--- src/rtl/ptwa_pkg.sv ---
`default_nettype none
// ----------------------------------------------------------------------------
// ptwa_pkg
// shared types and constants for the peer table with aging
// ----------------------------------------------------------------------------
package ptwa_pkg;

    // field widths
    localparam int ADDR_W   = 48;
    localparam int POWER_W  = 20;
    localparam int PRIO_W   = 8;
    localparam int TIME_W   = 32;
    localparam int TOTAL_W  = 25;
    localparam int COUNT_W  = 6;
    localparam int STATUS_W = 2;

    // defaults and limits
    localparam int                 TABLE_DEPTH_DEFAULT = 32;
    localparam logic [TIME_W-1:0]  STALE_LIMIT_RESET   = 32'd6000;
    localparam logic [COUNT_W-1:0] COUNT_MAX           = 6'd63;
    localparam logic [TOTAL_W-1:0] TOTAL_MAX           = 25'h1FF_FFFF;

    // item commands
    localparam logic CMD_REPORT = 1'b0;
    localparam logic CMD_PURGE  = 1'b1;

    // result status codes
    typedef enum logic [STATUS_W-1:0] {
        ST_UPDATED  = 2'd0,
        ST_INSERTED = 2'd1,
        ST_DROPPED  = 2'd2,
        ST_PURGED   = 2'd3
    } t_status;

    // sequencer states
    typedef enum logic [2:0] {
        S_IDLE,
        S_SCAN,
        S_DRAIN,
        S_APPLY
    } t_state;

    // input item
    typedef struct packed {
        logic              cmd;
        logic [ADDR_W-1:0]  node_addr;
        logic [POWER_W-1:0] power_centi;
        logic [PRIO_W-1:0]  priority_req;
        logic [TIME_W-1:0]  now_ms;
    } t_in_item;

    // result item
    typedef struct packed {
        t_status            status;
        logic [COUNT_W-1:0] node_count;
        logic [TOTAL_W-1:0] total_centi;
        logic [TIME_W-1:0]  report_interval_ms;
        logic [COUNT_W-1:0] purged_count;
    } t_out_item;

    // one table entry as held in the entry memory
    typedef struct packed {
        logic [ADDR_W-1:0]  addr;
        logic [POWER_W-1:0] power;
        logic [PRIO_W-1:0]  prio;
        logic [TIME_W-1:0]  last_seen;
        logic [TIME_W-1:0]  prev_seen;
    } t_entry;

    // age unit result
    typedef struct packed {
        logic [TIME_W-1:0] diff;
        logic              stale;
    } t_age_res;

endpackage
`default_nettype wire

--- src/rtl/ptwa_age_unit.sv ---
`default_nettype none
// ----------------------------------------------------------------------------
// ptwa_age_unit
// shared wrapping time subtractor with stale-limit compare; serves the
// per-entry age check during a purge and the report interval on an update
// ----------------------------------------------------------------------------
module ptwa_age_unit
    import ptwa_pkg::*;
(
    input  wire logic [TIME_W-1:0] i_now,
    input  wire logic [TIME_W-1:0] i_then,
    input  wire logic [TIME_W-1:0] i_limit,
    output t_age_res               o_res
);

    logic [TIME_W-1:0] diff;

    // modulo 2^32 difference and compare against the limit
    assign diff        = i_now - i_then;
    assign o_res.diff  = diff;
    assign o_res.stale = (diff > i_limit);

endmodule
`default_nettype wire

--- src/rtl/peer_table_with_aging.sv ---
`default_nettype none
// ----------------------------------------------------------------------------
// peer_table_with_aging
// table of consumer nodes keyed by 48-bit address, with purge of stale nodes
// ----------------------------------------------------------------------------
// Input channel i_in_valid / o_in_stall carries one t_in_item per transfer:
// a report (cmd 0) updates or inserts the node, a purge (cmd 1) drops every
// node whose age exceeds the stale limit. Each item gives one t_out_item on
// o_out_valid / i_out_stall. The user must write the stale limit through
// i_cfg_valid / o_cfg_ready only while no item is in flight; the block does
// not enforce it. The sequencer reads the entry memory once per entry, one
// entry per cycle through its registered read port, then drains the read
// pipe and applies the update. A new item is taken only after the update of
// the last one has been applied. The result sits in an output register, so
// the next item can be taken while it waits; if it is still stalled when
// the next result is ready the sequencer holds in its final step.
// Reset clears all valid bits, the running total and the output valid bit
// and loads the stale limit with 6000 ms; entry contents need no clearing.
// ----------------------------------------------------------------------------
module peer_table_with_aging
    import ptwa_pkg::*;
#(
    parameter int TABLE_DEPTH = TABLE_DEPTH_DEFAULT
)(
    input  wire logic              i_clk,
    input  wire logic              i_rst_n,
    // item input
    input  wire logic              i_in_valid,
    output logic                   o_in_stall,
    input  wire t_in_item          i_in_data,
    // result output
    output logic                   o_out_valid,
    input  wire logic              i_out_stall,
    output t_out_item              o_out_data,
    // stale limit write
    input  wire logic              i_cfg_valid,
    output logic                   o_cfg_ready,
    input  wire logic [TIME_W-1:0] i_cfg_data
);

    localparam int IDX_W = $clog2(TABLE_DEPTH);
    localparam int CNT_W = $clog2(TABLE_DEPTH + 1);
    localparam int SUM_W = POWER_W + CNT_W;

    // state and registers
    t_state             r_state, n_state;
    logic [IDX_W-1:0]   r_idx;
    logic               r_valid [TABLE_DEPTH];
    t_entry             r_mem [TABLE_DEPTH];
    t_entry             r_rd_data;
    logic               r_ev_vld;
    logic               r_ev_entry_valid;
    logic [IDX_W-1:0]   r_ev_idx;
    t_in_item           r_item;
    logic [TIME_W-1:0]  r_stale_limit;
    logic [SUM_W-1:0]   r_sum;
    logic [CNT_W-1:0]   r_cnt;
    logic [CNT_W-1:0]   r_purged;
    logic               r_hit;
    logic [IDX_W-1:0]   r_hit_idx;
    logic [TIME_W-1:0]  r_hit_last;
    logic               r_free_found;
    logic [IDX_W-1:0]   r_free_idx;
    logic [TOTAL_W-1:0] r_total;
    logic               r_out_valid;
    t_out_item          r_out_data;

    // control and datapath nets
    logic               in_xfer;
    logic               scan_en;
    logic               scan_last;
    logic               apply_go;
    logic               is_report;
    logic               stores;
    logic [TIME_W-1:0]  age_then;
    t_age_res           age_res;
    logic [SUM_W-1:0]   fin_sum;
    logic [CNT_W-1:0]   fin_cnt;
    logic [TOTAL_W-1:0] fin_total;
    t_out_item          fin_out;
    t_entry             wr_entry;
    logic [IDX_W-1:0]   wr_idx;

    assign o_cfg_ready = 1'b1;
    assign o_in_stall  = (r_state != S_IDLE);
    assign in_xfer     = i_in_valid && !o_in_stall;
    assign o_out_valid = r_out_valid;
    assign o_out_data  = r_out_data;
    assign is_report   = (r_item.cmd == CMD_REPORT);
    assign stores      = is_report && (r_hit || r_free_found);
    assign scan_last   = (r_idx == IDX_W'(TABLE_DEPTH - 1));

    // shared age unit: entry age while scanning, interval when applying
    assign age_then = (r_state == S_APPLY) ? r_hit_last : r_rd_data.last_seen;

    ptwa_age_unit u_age (
        .i_now   (r_item.now_ms),
        .i_then  (age_then),
        .i_limit (r_stale_limit),
        .o_res   (age_res)
    );

    // sequencer
    always_ff @(posedge i_clk) begin
        if (!i_rst_n) begin
            r_state <= S_IDLE;
        end else begin
            r_state <= n_state;
        end
    end

    always_comb begin
        n_state  = r_state;
        scan_en  = 1'b0;
        apply_go = 1'b0;
        case (r_state)
            S_IDLE: begin
                if (in_xfer) begin
                    n_state = S_SCAN;
                end
            end
            S_SCAN: begin
                scan_en = 1'b1;
                if (scan_last) begin
                    n_state = S_DRAIN;
                end
            end
            S_DRAIN: begin
                n_state = S_APPLY;
            end
            S_APPLY: begin
                if (!r_out_valid || !i_out_stall) begin
                    apply_go = 1'b1;
                    n_state  = S_IDLE;
                end
            end
            default: begin
                n_state = S_IDLE;
            end
        endcase
    end

    // stale limit register
    always_ff @(posedge i_clk) begin
        if (!i_rst_n) begin
            r_stale_limit <= STALE_LIMIT_RESET;
        end else if (i_cfg_valid && o_cfg_ready) begin
            r_stale_limit <= i_cfg_data;
        end
    end

    // scan address and read pipe control
    always_ff @(posedge i_clk) begin
        if (!i_rst_n) begin
            r_idx    <= '0;
            r_ev_vld <= 1'b0;
        end else begin
            r_ev_vld <= scan_en;
            if (in_xfer) begin
                r_idx <= '0;
            end else if (scan_en) begin
                r_idx <= scan_last ? '0 : r_idx + 1'b1;
            end
        end
    end

    // entry memory with registered read
    always_ff @(posedge i_clk) begin
        r_rd_data        <= r_mem[r_idx];
        r_ev_idx         <= r_idx;
        r_ev_entry_valid <= r_valid[r_idx];
        if (apply_go && stores) begin
            r_mem[wr_idx] <= wr_entry;
        end
    end

    assign wr_idx             = r_hit ? r_hit_idx : r_free_idx;
    assign wr_entry.addr      = r_item.node_addr;
    assign wr_entry.power     = r_item.power_centi;
    assign wr_entry.prio      = r_item.priority_req;
    assign wr_entry.last_seen = r_item.now_ms;
    assign wr_entry.prev_seen = r_hit ? r_hit_last : '0;

    // valid bits: cleared by purge while scanning, set on insert
    always_ff @(posedge i_clk) begin
        if (!i_rst_n) begin
            for (int k = 0; k < TABLE_DEPTH; k++) begin
                r_valid[k] <= 1'b0;
            end
        end else begin
            if (r_ev_vld && !is_report && r_ev_entry_valid && age_res.stale) begin
                r_valid[r_ev_idx] <= 1'b0;
            end
            if (apply_go && is_report && !r_hit && r_free_found) begin
                r_valid[r_free_idx] <= 1'b1;
            end
        end
    end

    // item capture and per-entry evaluation
    always_ff @(posedge i_clk) begin
        if (!i_rst_n) begin
            r_sum        <= '0;
            r_cnt        <= '0;
            r_purged     <= '0;
            r_hit        <= 1'b0;
            r_free_found <= 1'b0;
        end else if (in_xfer) begin
            r_item       <= i_in_data;
            r_sum        <= '0;
            r_cnt        <= '0;
            r_purged     <= '0;
            r_hit        <= 1'b0;
            r_free_found <= 1'b0;
        end else if (r_ev_vld) begin
            if (!is_report) begin
                // purge: stale entries go, the rest are summed
                if (r_ev_entry_valid) begin
                    if (age_res.stale) begin
                        r_purged <= r_purged + 1'b1;
                    end else begin
                        r_sum <= r_sum + SUM_W'(r_rd_data.power);
                        r_cnt <= r_cnt + 1'b1;
                    end
                end
            end else if (r_ev_entry_valid) begin
                // report: matching entry is replaced, others are summed
                if (r_rd_data.addr == r_item.node_addr && !r_hit) begin
                    r_hit      <= 1'b1;
                    r_hit_idx  <= r_ev_idx;
                    r_hit_last <= r_rd_data.last_seen;
                end else begin
                    r_sum <= r_sum + SUM_W'(r_rd_data.power);
                    r_cnt <= r_cnt + 1'b1;
                end
            end else if (!r_free_found) begin
                r_free_found <= 1'b1;
                r_free_idx   <= r_ev_idx;
            end
        end
    end

    // result assembly
    assign fin_sum   = stores ? r_sum + SUM_W'(r_item.power_centi) : r_sum;
    assign fin_cnt   = stores ? r_cnt + 1'b1 : r_cnt;
    assign fin_total = (32'(fin_sum) > 32'(TOTAL_MAX)) ? TOTAL_MAX : TOTAL_W'(fin_sum);

    always_comb begin
        if (!is_report) begin
            fin_out.status = ST_PURGED;
        end else if (r_hit) begin
            fin_out.status = ST_UPDATED;
        end else if (r_free_found) begin
            fin_out.status = ST_INSERTED;
        end else begin
            fin_out.status = ST_DROPPED;
        end
        fin_out.node_count = (32'(fin_cnt) > 32'(COUNT_MAX)) ? COUNT_MAX
                                                             : COUNT_W'(fin_cnt);
        fin_out.total_centi        = fin_total;
        fin_out.report_interval_ms = (is_report && r_hit) ? age_res.diff : '0;
        fin_out.purged_count = (32'(r_purged) > 32'(COUNT_MAX)) ? COUNT_MAX
                                                                : COUNT_W'(r_purged);
    end

    // output register and running total
    always_ff @(posedge i_clk) begin
        if (!i_rst_n) begin
            r_out_valid <= 1'b0;
            r_total     <= '0;
        end else if (apply_go) begin
            r_out_valid <= 1'b1;
            r_out_data  <= fin_out;
            r_total     <= fin_total;
        end else if (r_out_valid && !i_out_stall) begin
            r_out_valid <= 1'b0;
        end
    end

    // checks on the sequencer and results
    a_accept_starts_scan: assert property (@(posedge i_clk) disable iff (!i_rst_n)
        in_xfer |=> (r_state == S_SCAN) && (r_idx == '0))
        else $error("scan did not start at entry zero after an input transfer");

    a_apply_loads_result: assert property (@(posedge i_clk) disable iff (!i_rst_n)
        apply_go |=> o_out_valid && (o_out_data.total_centi == r_total))
        else $error("result register not loaded when the update was applied");

    a_eval_in_scan: assert property (@(posedge i_clk) disable iff (!i_rst_n)
        r_ev_vld |-> (r_state == S_SCAN) || (r_state == S_DRAIN))
        else $error("entry evaluated outside the scan");

    a_purged_only_on_purge: assert property (@(posedge i_clk) disable iff (!i_rst_n)
        o_out_valid && (o_out_data.status != ST_PURGED) |-> o_out_data.purged_count == '0)
        else $error("nonzero purged count on a report result");

    a_count_bounded: assert property (@(posedge i_clk) disable iff (!i_rst_n)
        o_out_valid |-> 32'(o_out_data.node_count) <= TABLE_DEPTH)
        else $error("live count exceeds the table depth");

endmodule
`default_nettype wire

--- config.mk ---
export PLATFORM = sky130hd
export DESIGN_NAME = peer_table_with_aging
export DESIGN_NICKNAME = d
export VERILOG_FILES = /design/src/rtl/ptwa_pkg.sv /design/src/rtl/ptwa_age_unit.sv /design/src/rtl/peer_table_with_aging.sv
export SDC_FILE = /design/constraint.sdc
export NUM_CORES = 2
export LEC_CHECK = 0
export ABC_AREA = 1
export ABC_CLOCK_PERIOD_IN_PS = 11200
export CAP_MARGIN = 20
export CORE_ASPECT_RATIO = 1.75
export CORE_MARGIN = 2
export CORE_UTILIZATION = 25
export CTS_CLUSTER_SIZE = 20
export DETAILED_ROUTE_END_ITERATION = 16
export DONT_BUFFER_PORTS = 1
export GPL_ROUTABILITY_DRIVEN = 0
export PLACE_DENSITY = 0.36
export SLEW_MARGIN = 40
export SYNTH_ARGS = -nofsm -noshare
export SYNTH_HDL_FRONTEND = slang
export SYNTH_HIERARCHICAL = 1
export SYNTH_MEMORY_MAX_BITS = 65536
export SYNTH_SLANG_ARGS = --single-unit
--- constraint.sdc ---
create_clock -name i_clk -period 11.2 [get_ports i_clk]
set_input_delay 1.68 -clock i_clk [delete_from_list [all_inputs] [get_ports i_clk]]
set_output_delay 1.68 -clock i_clk [all_outputs]
set_load 0.03 [all_outputs]
==> Word-level counts from Yosys, hierarchy flattened <==
Memory sizes are Yosys's and may differ from the RTL's. A register that Yosys moved wholly into a read port is not among the register bits.
Cells that the tools add are included.
{ "word_totals": {"register_bits": 309, "output_inout_bits": 74, "latchBits": 0, "wordCells": 124, "ram_bits": 4512, "mem_bits_ro": 0, "memories": 2} }
{ "op_classes": {"n_shift": 0, "n_bitwise": 5, "add_sub_neg": 6, "n_lt_le_gt_ge": 2, "n_div": 0, "multipliers": 0, "n_eq_ne": 10, "muxes": 42, "n_reduce_logical": 33} }
{ "mem_list": {"columns": ["name", "depth", "word_bits", "read_ports", "rd_ports_with_merged_regs", "wr", "line_no", "source"], "rows": [
  ["r_mem", 32, 140, 1, 1, 1, "peer_table_with_aging.sv:49", "t_entry r_mem [TABLE_DEPTH];"],
  ["r_valid", 32, 1, 1, 1, 32, "peer_table_with_aging.sv:48", "logic r_valid [TABLE_DEPTH];"]
]} }
{ "ops": {"columns": ["op", "count"], "rows": [
  ["$mux 26", 6],
  ["$mux 32", 2],
  ["$add 26x20->26", 2],
  ["$eq 48x48->1", 1],
  ["$mux 6", 6],
  ["$gt 32x32->1", 1],
  ["$sub 32x32->32", 1],
  ["$gt 26x25->1 const B", 1],
  ["$mux 5", 4],
  ["$mux 1", 18],
  ["$add 6x1->6 const B", 2],
  ["$logic_and 1x1->1", 12],
  ["$pmux 3 s4", 1],
  ["$reduce_and 4->1", 3],
  ["$reduce_and 6->1", 2],
  ["$mux 3", 3],
  ["$ne 2x2->1 const B", 4],
  ["$eq 3x2->1 const B", 2],
  ["$reduce_and 3->1", 2],
  ["$add 5x1->5 const B", 1],
  ["$eq 5x5->1 const B", 1],
  ["$not 1->1", 5],
  ["$logic_not 1->1", 4],
  ["$mux 2", 2],
  ["9 further kinds", 12]
]} }

==> Longest topological paths before layout <==
{ "depth": {"ltp_word": 12, "mapped_depth": 38} }

==> Modules after synthesis <==
Netlist, hierarchy kept.
{ "modules_own_cells": {"columns": ["mod", "area_per_inst_um2", "n_inst", "seq_area_each_um2", "cells_per_inst"], "rows": [
  ["peer_table_with_aging", 142128.8, 1, 106902.5, 11134],
  ["ptwa_age_unit", 3293.2, 1, 0.0, 644]
]} }

==> Worst setup path after synthesis <==
No wires, ideal clock.
{ "synth_timing": {"kind": "input to register", "start": "input port i_out_stall", "end": "memory r_mem[24][100] (netlist bit), enable pin", "arrival_time_ns": 6.482, "setup_time_ns": 0.560, "cell_stages": 5, "required_time_ns": 10.640, "slack_ns": 4.158, "path_cell_list": "a21oi_2 > inv_1 > nor2_1 > nand3_1 > nor2_1"} }
{ "synth_between": {"elab_chain_len": 7} }
{ "synth_lines": {"columns": ["item", "line_no", "source"], "rows": [
  ["start: declaration", "peer_table_with_aging.sv:33", "input wire logic i_out_stall,"],
  ["$logic_not 1->1", "peer_table_with_aging.sv:132", "if (!r_out_valid || !i_out_stall) begin"],
  ["$logic_or 1x1->1", "peer_table_with_aging.sv:132", null],
  ["$mux 1", "peer_table_with_aging.sv:132", null],
  ["$mux 1", "peer_table_with_aging.sv:116", "case (r_state)"],
  ["$logic_and 1x1->1", "peer_table_with_aging.sv:172", "if (apply_go && stores) begin"],
  ["$mux 1", "peer_table_with_aging.sv:172", null],
  ["$mux 1 (not written as such)", "peer_table_with_aging.sv:173", "r_mem[wr_idx] <= wr_entry;"],
  ["end: declaration", "peer_table_with_aging.sv:49", null]
]} }
No other way between the ends.

==> impl_metrics.ini <==
[run_status]
status = completed

[min_path]
worstHoldPathType = reg2reg
hold_depth = 0

[clock_network]
cts-root-buf = clkbuf_16
clkTransAtPathRegs_ps = 70
ctsHtreeMaxLevel = 5
cts_setup_buffers = 0
clk_latency_ps = 940
clock-sinks = 3633
cts_resized = 0
numCtsBuffers = 361
clock_path_buffers = 4
cts_tree = yes
cts.hold.buffers_added = 0

[timing]
finalCritPeriodShare_pct = 57.50
rsz0062_at_grt = no
finalClockSkew_ps = 46.94
hold_viol_final = 0
report.final.slew_viol_count = 0
setup_viol = 0
period_needed_ps = 6439
fmax_mhz = 155.3
setup_slack_ps = 4761
slew-limit-headroom_pct = 35.90
tns_ps = 0
worst_slew_pin_slew_ps = 961.5

[die]
die_w_um = 580.5
fp.dieArea_um2 = 588000
initial_core_util_pct = 25.09
rows = 370
pin_count = 220
die_height_um = 1013
core-area_um2 = 579600

[detailed_routing]
drt-initial-drc-count = 7684
vias_per_cell = 4.827
firstDrtPassIters = 14
drc_errors = 0
vias = 95730
antenna_left = 0
drt-total-wl_um = 550300
wire_per_inst_um = 27.75

[flow_run]
cap_violations = 0

[critical_path]
worst_setup_path_end_kind = flip-flop
slowest_stage = a21oi_2
criticalPathCategory = reg2reg
start_kind = flip-flop
cp_data_arrival_time_ps = 7210
path_common_cell = nand2_1
critPathMaxStageDelay_ps = 440
crit_required_ps = 11980
crit_fanout = 36
r2r.worst_path.cells = 32

[global_routing]
grt.overflow.total = 0
grt_pass1_vias = 95770
grt_max_degree = 197
grt_pass1_wl_um = 759700
antenna_found_initial = 65
groute.usage.overall_pct = 18.13

[yosys]
yosys.area.top_type_share_pct = 70.50
synth_nets = 12040
seq_area_frac_synth_pct = 73.51
ys_types = 51
syn_inst = 11780
yosys-top-cells-area = edfxtp_1 (70%), o21ai_0 (5.9%), nor2_1 (5.9%)
yosys_warnings = 6
synth_top_area_cell = edfxtp_1
avgSynthCellArea_um2 = 12.35
ys_ff_latch = 3633
synthesis.area_um2 = 145400

[finish]
final_nets = 12020
utilization_pct = 29.04
fillers = 58760
layout-drive-gt1-share_pct = 8.028
area_growth_pct = 15.74

[pwr]
vdd_drop_max_mv = 0.1212
power.density_nw_per_um2 = 191.1
leakage_nw = 55.23
finalPower_w = 0.03216

[placement]
dp.final_hpwl_um = 295400
pre_cts_ws_ps = 4539
io_buffers = 0
==> layer usage <==
metal	track usage (%)	part of all wire [%]	routed length [um]	vias to the layer above
li1	-	-	-	42820
met1	21.57	40	221800	49740
met2	33.60	52	286300	2449
met3	1.901	3.8	20990	702
met4	6.429	3.8	21020	28
met5	0	0.035	194	-
==> registers in the layout (all words and copies together) (netlist names) <==
signal            count
r_sum                26
r_ev_entry_valid      1
r_stale_limit        32
r_mem              3200
r_hit_idx             5
r_hit_last           32
r_item              101
o_out_data           71
r_rd_data           100
r_idx                 5
r_hit                 1
r_purged              6
o_out_valid           1
r_ev_idx              5
r_ev_vld              1
r_state               2
r_free_found          1
r_cnt                 6
r_free_idx            5
r_valid              32
==> area by class of cell <==
class | count | area, um^2 | share of cell area, %
inverters | 432 | 1682 | 0.9991
diodes | 147 | 367.9 | 0.2185
clock buffers | 499 | 9951 | 5.912
clock inverters | 163 | 1683 | 0.9998
repair buffers | 338 | 3885 | 2.308
flip-flops and latches | 3633 | 106900 | 63.52
multi-input cells | 6993 | 34290 | 20.37
well taps | 7626 | 9542 | 5.669
==> final timing paths <==
| check | from | to | slack (ps) |
|---|---|---|---|
| setup / recovery | r_state[0] | r_valid[3] | 4760 |
| hold / removal | r_rd_data[41] | r_hit_last[9] | 420 |
| setup reg to reg | r_state[0] | r_valid[3] | 4760 |
| hold reg to reg | r_rd_data[41] | r_hit_last[9] | 420 |
==> power by group <==
group / leakage (nW) / switching, W / internal, W
combinational: 17.0 / 0.00336 / 0.00122
clock: 5.67 / 0.00543 / 0.00682
sequential: 32.5 / 0.000152 / 0.0152
total: 55.2 / 0.00894 / 0.0232
==> per-stage QoR <==
step	std cells	hold WS, ps	area, um^2
2_1_floorplan	11780	349.7	145400
3_3_place_gp	18970	418.8	154900
3_5_place_dp	19020	419.8	156100
4_1_cts	19680	416.2	167800
5_1_grt	19810	437.7	168300
6_report	19830	421.4	168300
==> kinds of logic after synthesis <==
group	share of synthesized area (%)
and+or+nand+nor	10.36
DFF	73.51
AOI/OAI and AO/OA	11.55
buffers and inverters	3.257
adders and majority gates	0.9963
xor gates and xnor gates	0.3252
other	0.002579
==> cells in the final DEF (no fill, tap or decap), types with 14 or more instances in the layout <==
cell,count
edfxtp_1,3414
nor2_1,2232
o21ai_0,1723
nand2_1,1103
o22ai_1,607
inv_1,415
clkbuf_16,368
nand3_1,309
dfxtp_1,215
buf_4,201
o211ai_1,188
a21oi_1,184
diode_2,147
ha_1,110
o21ai_1,108
clkbuf_1,106
o221ai_1,78
a31oi_1,62
buf_6,53
clkinv_2,52
nand4_1,50
clkinv_1,50
buf_12,46
xor2_1,39
nor2_4,37
bufinv_16,25
clkbuf_8,25
buf_16,23
o21bai_1,21
xnor2_1,15
buf_8,15
nor3_1,14
==> Yosys cell counts (all sizes together) <==
library cell,n
edfxtp,3414
ha,111
a2111oi,1
nand4,50
a21boi,2
fa,3
clkbuf,475
clkinv,2
a221oi,1
nand3,313
nand3b,8
conb,1
xnor2,15
dfxtp,219
inv,430
o221ai,78
nor3,18
o21ai,1837
a31oi,77
or2,21
and3,3
and2,4
o211ai,188
nor2,2276
a21o,3
a21oi,188
buf,245
and3b,1
o21bai,21
nand2,1119
xor2,39
o21a,7
o22ai,607
a22oi,1
==> critical path, delay by kind of cell, from the launching register on <==
family                   cells  cell delay [ps]
flip-flops                   1              390
adder cells (fa/ha/maj)      4             1350
AND/OR/NAND/NOR             22             3060
buffers and inverters        3              590
AO/OA/AOI/OAI                3              840
Power figures use the tool's default switching activity.
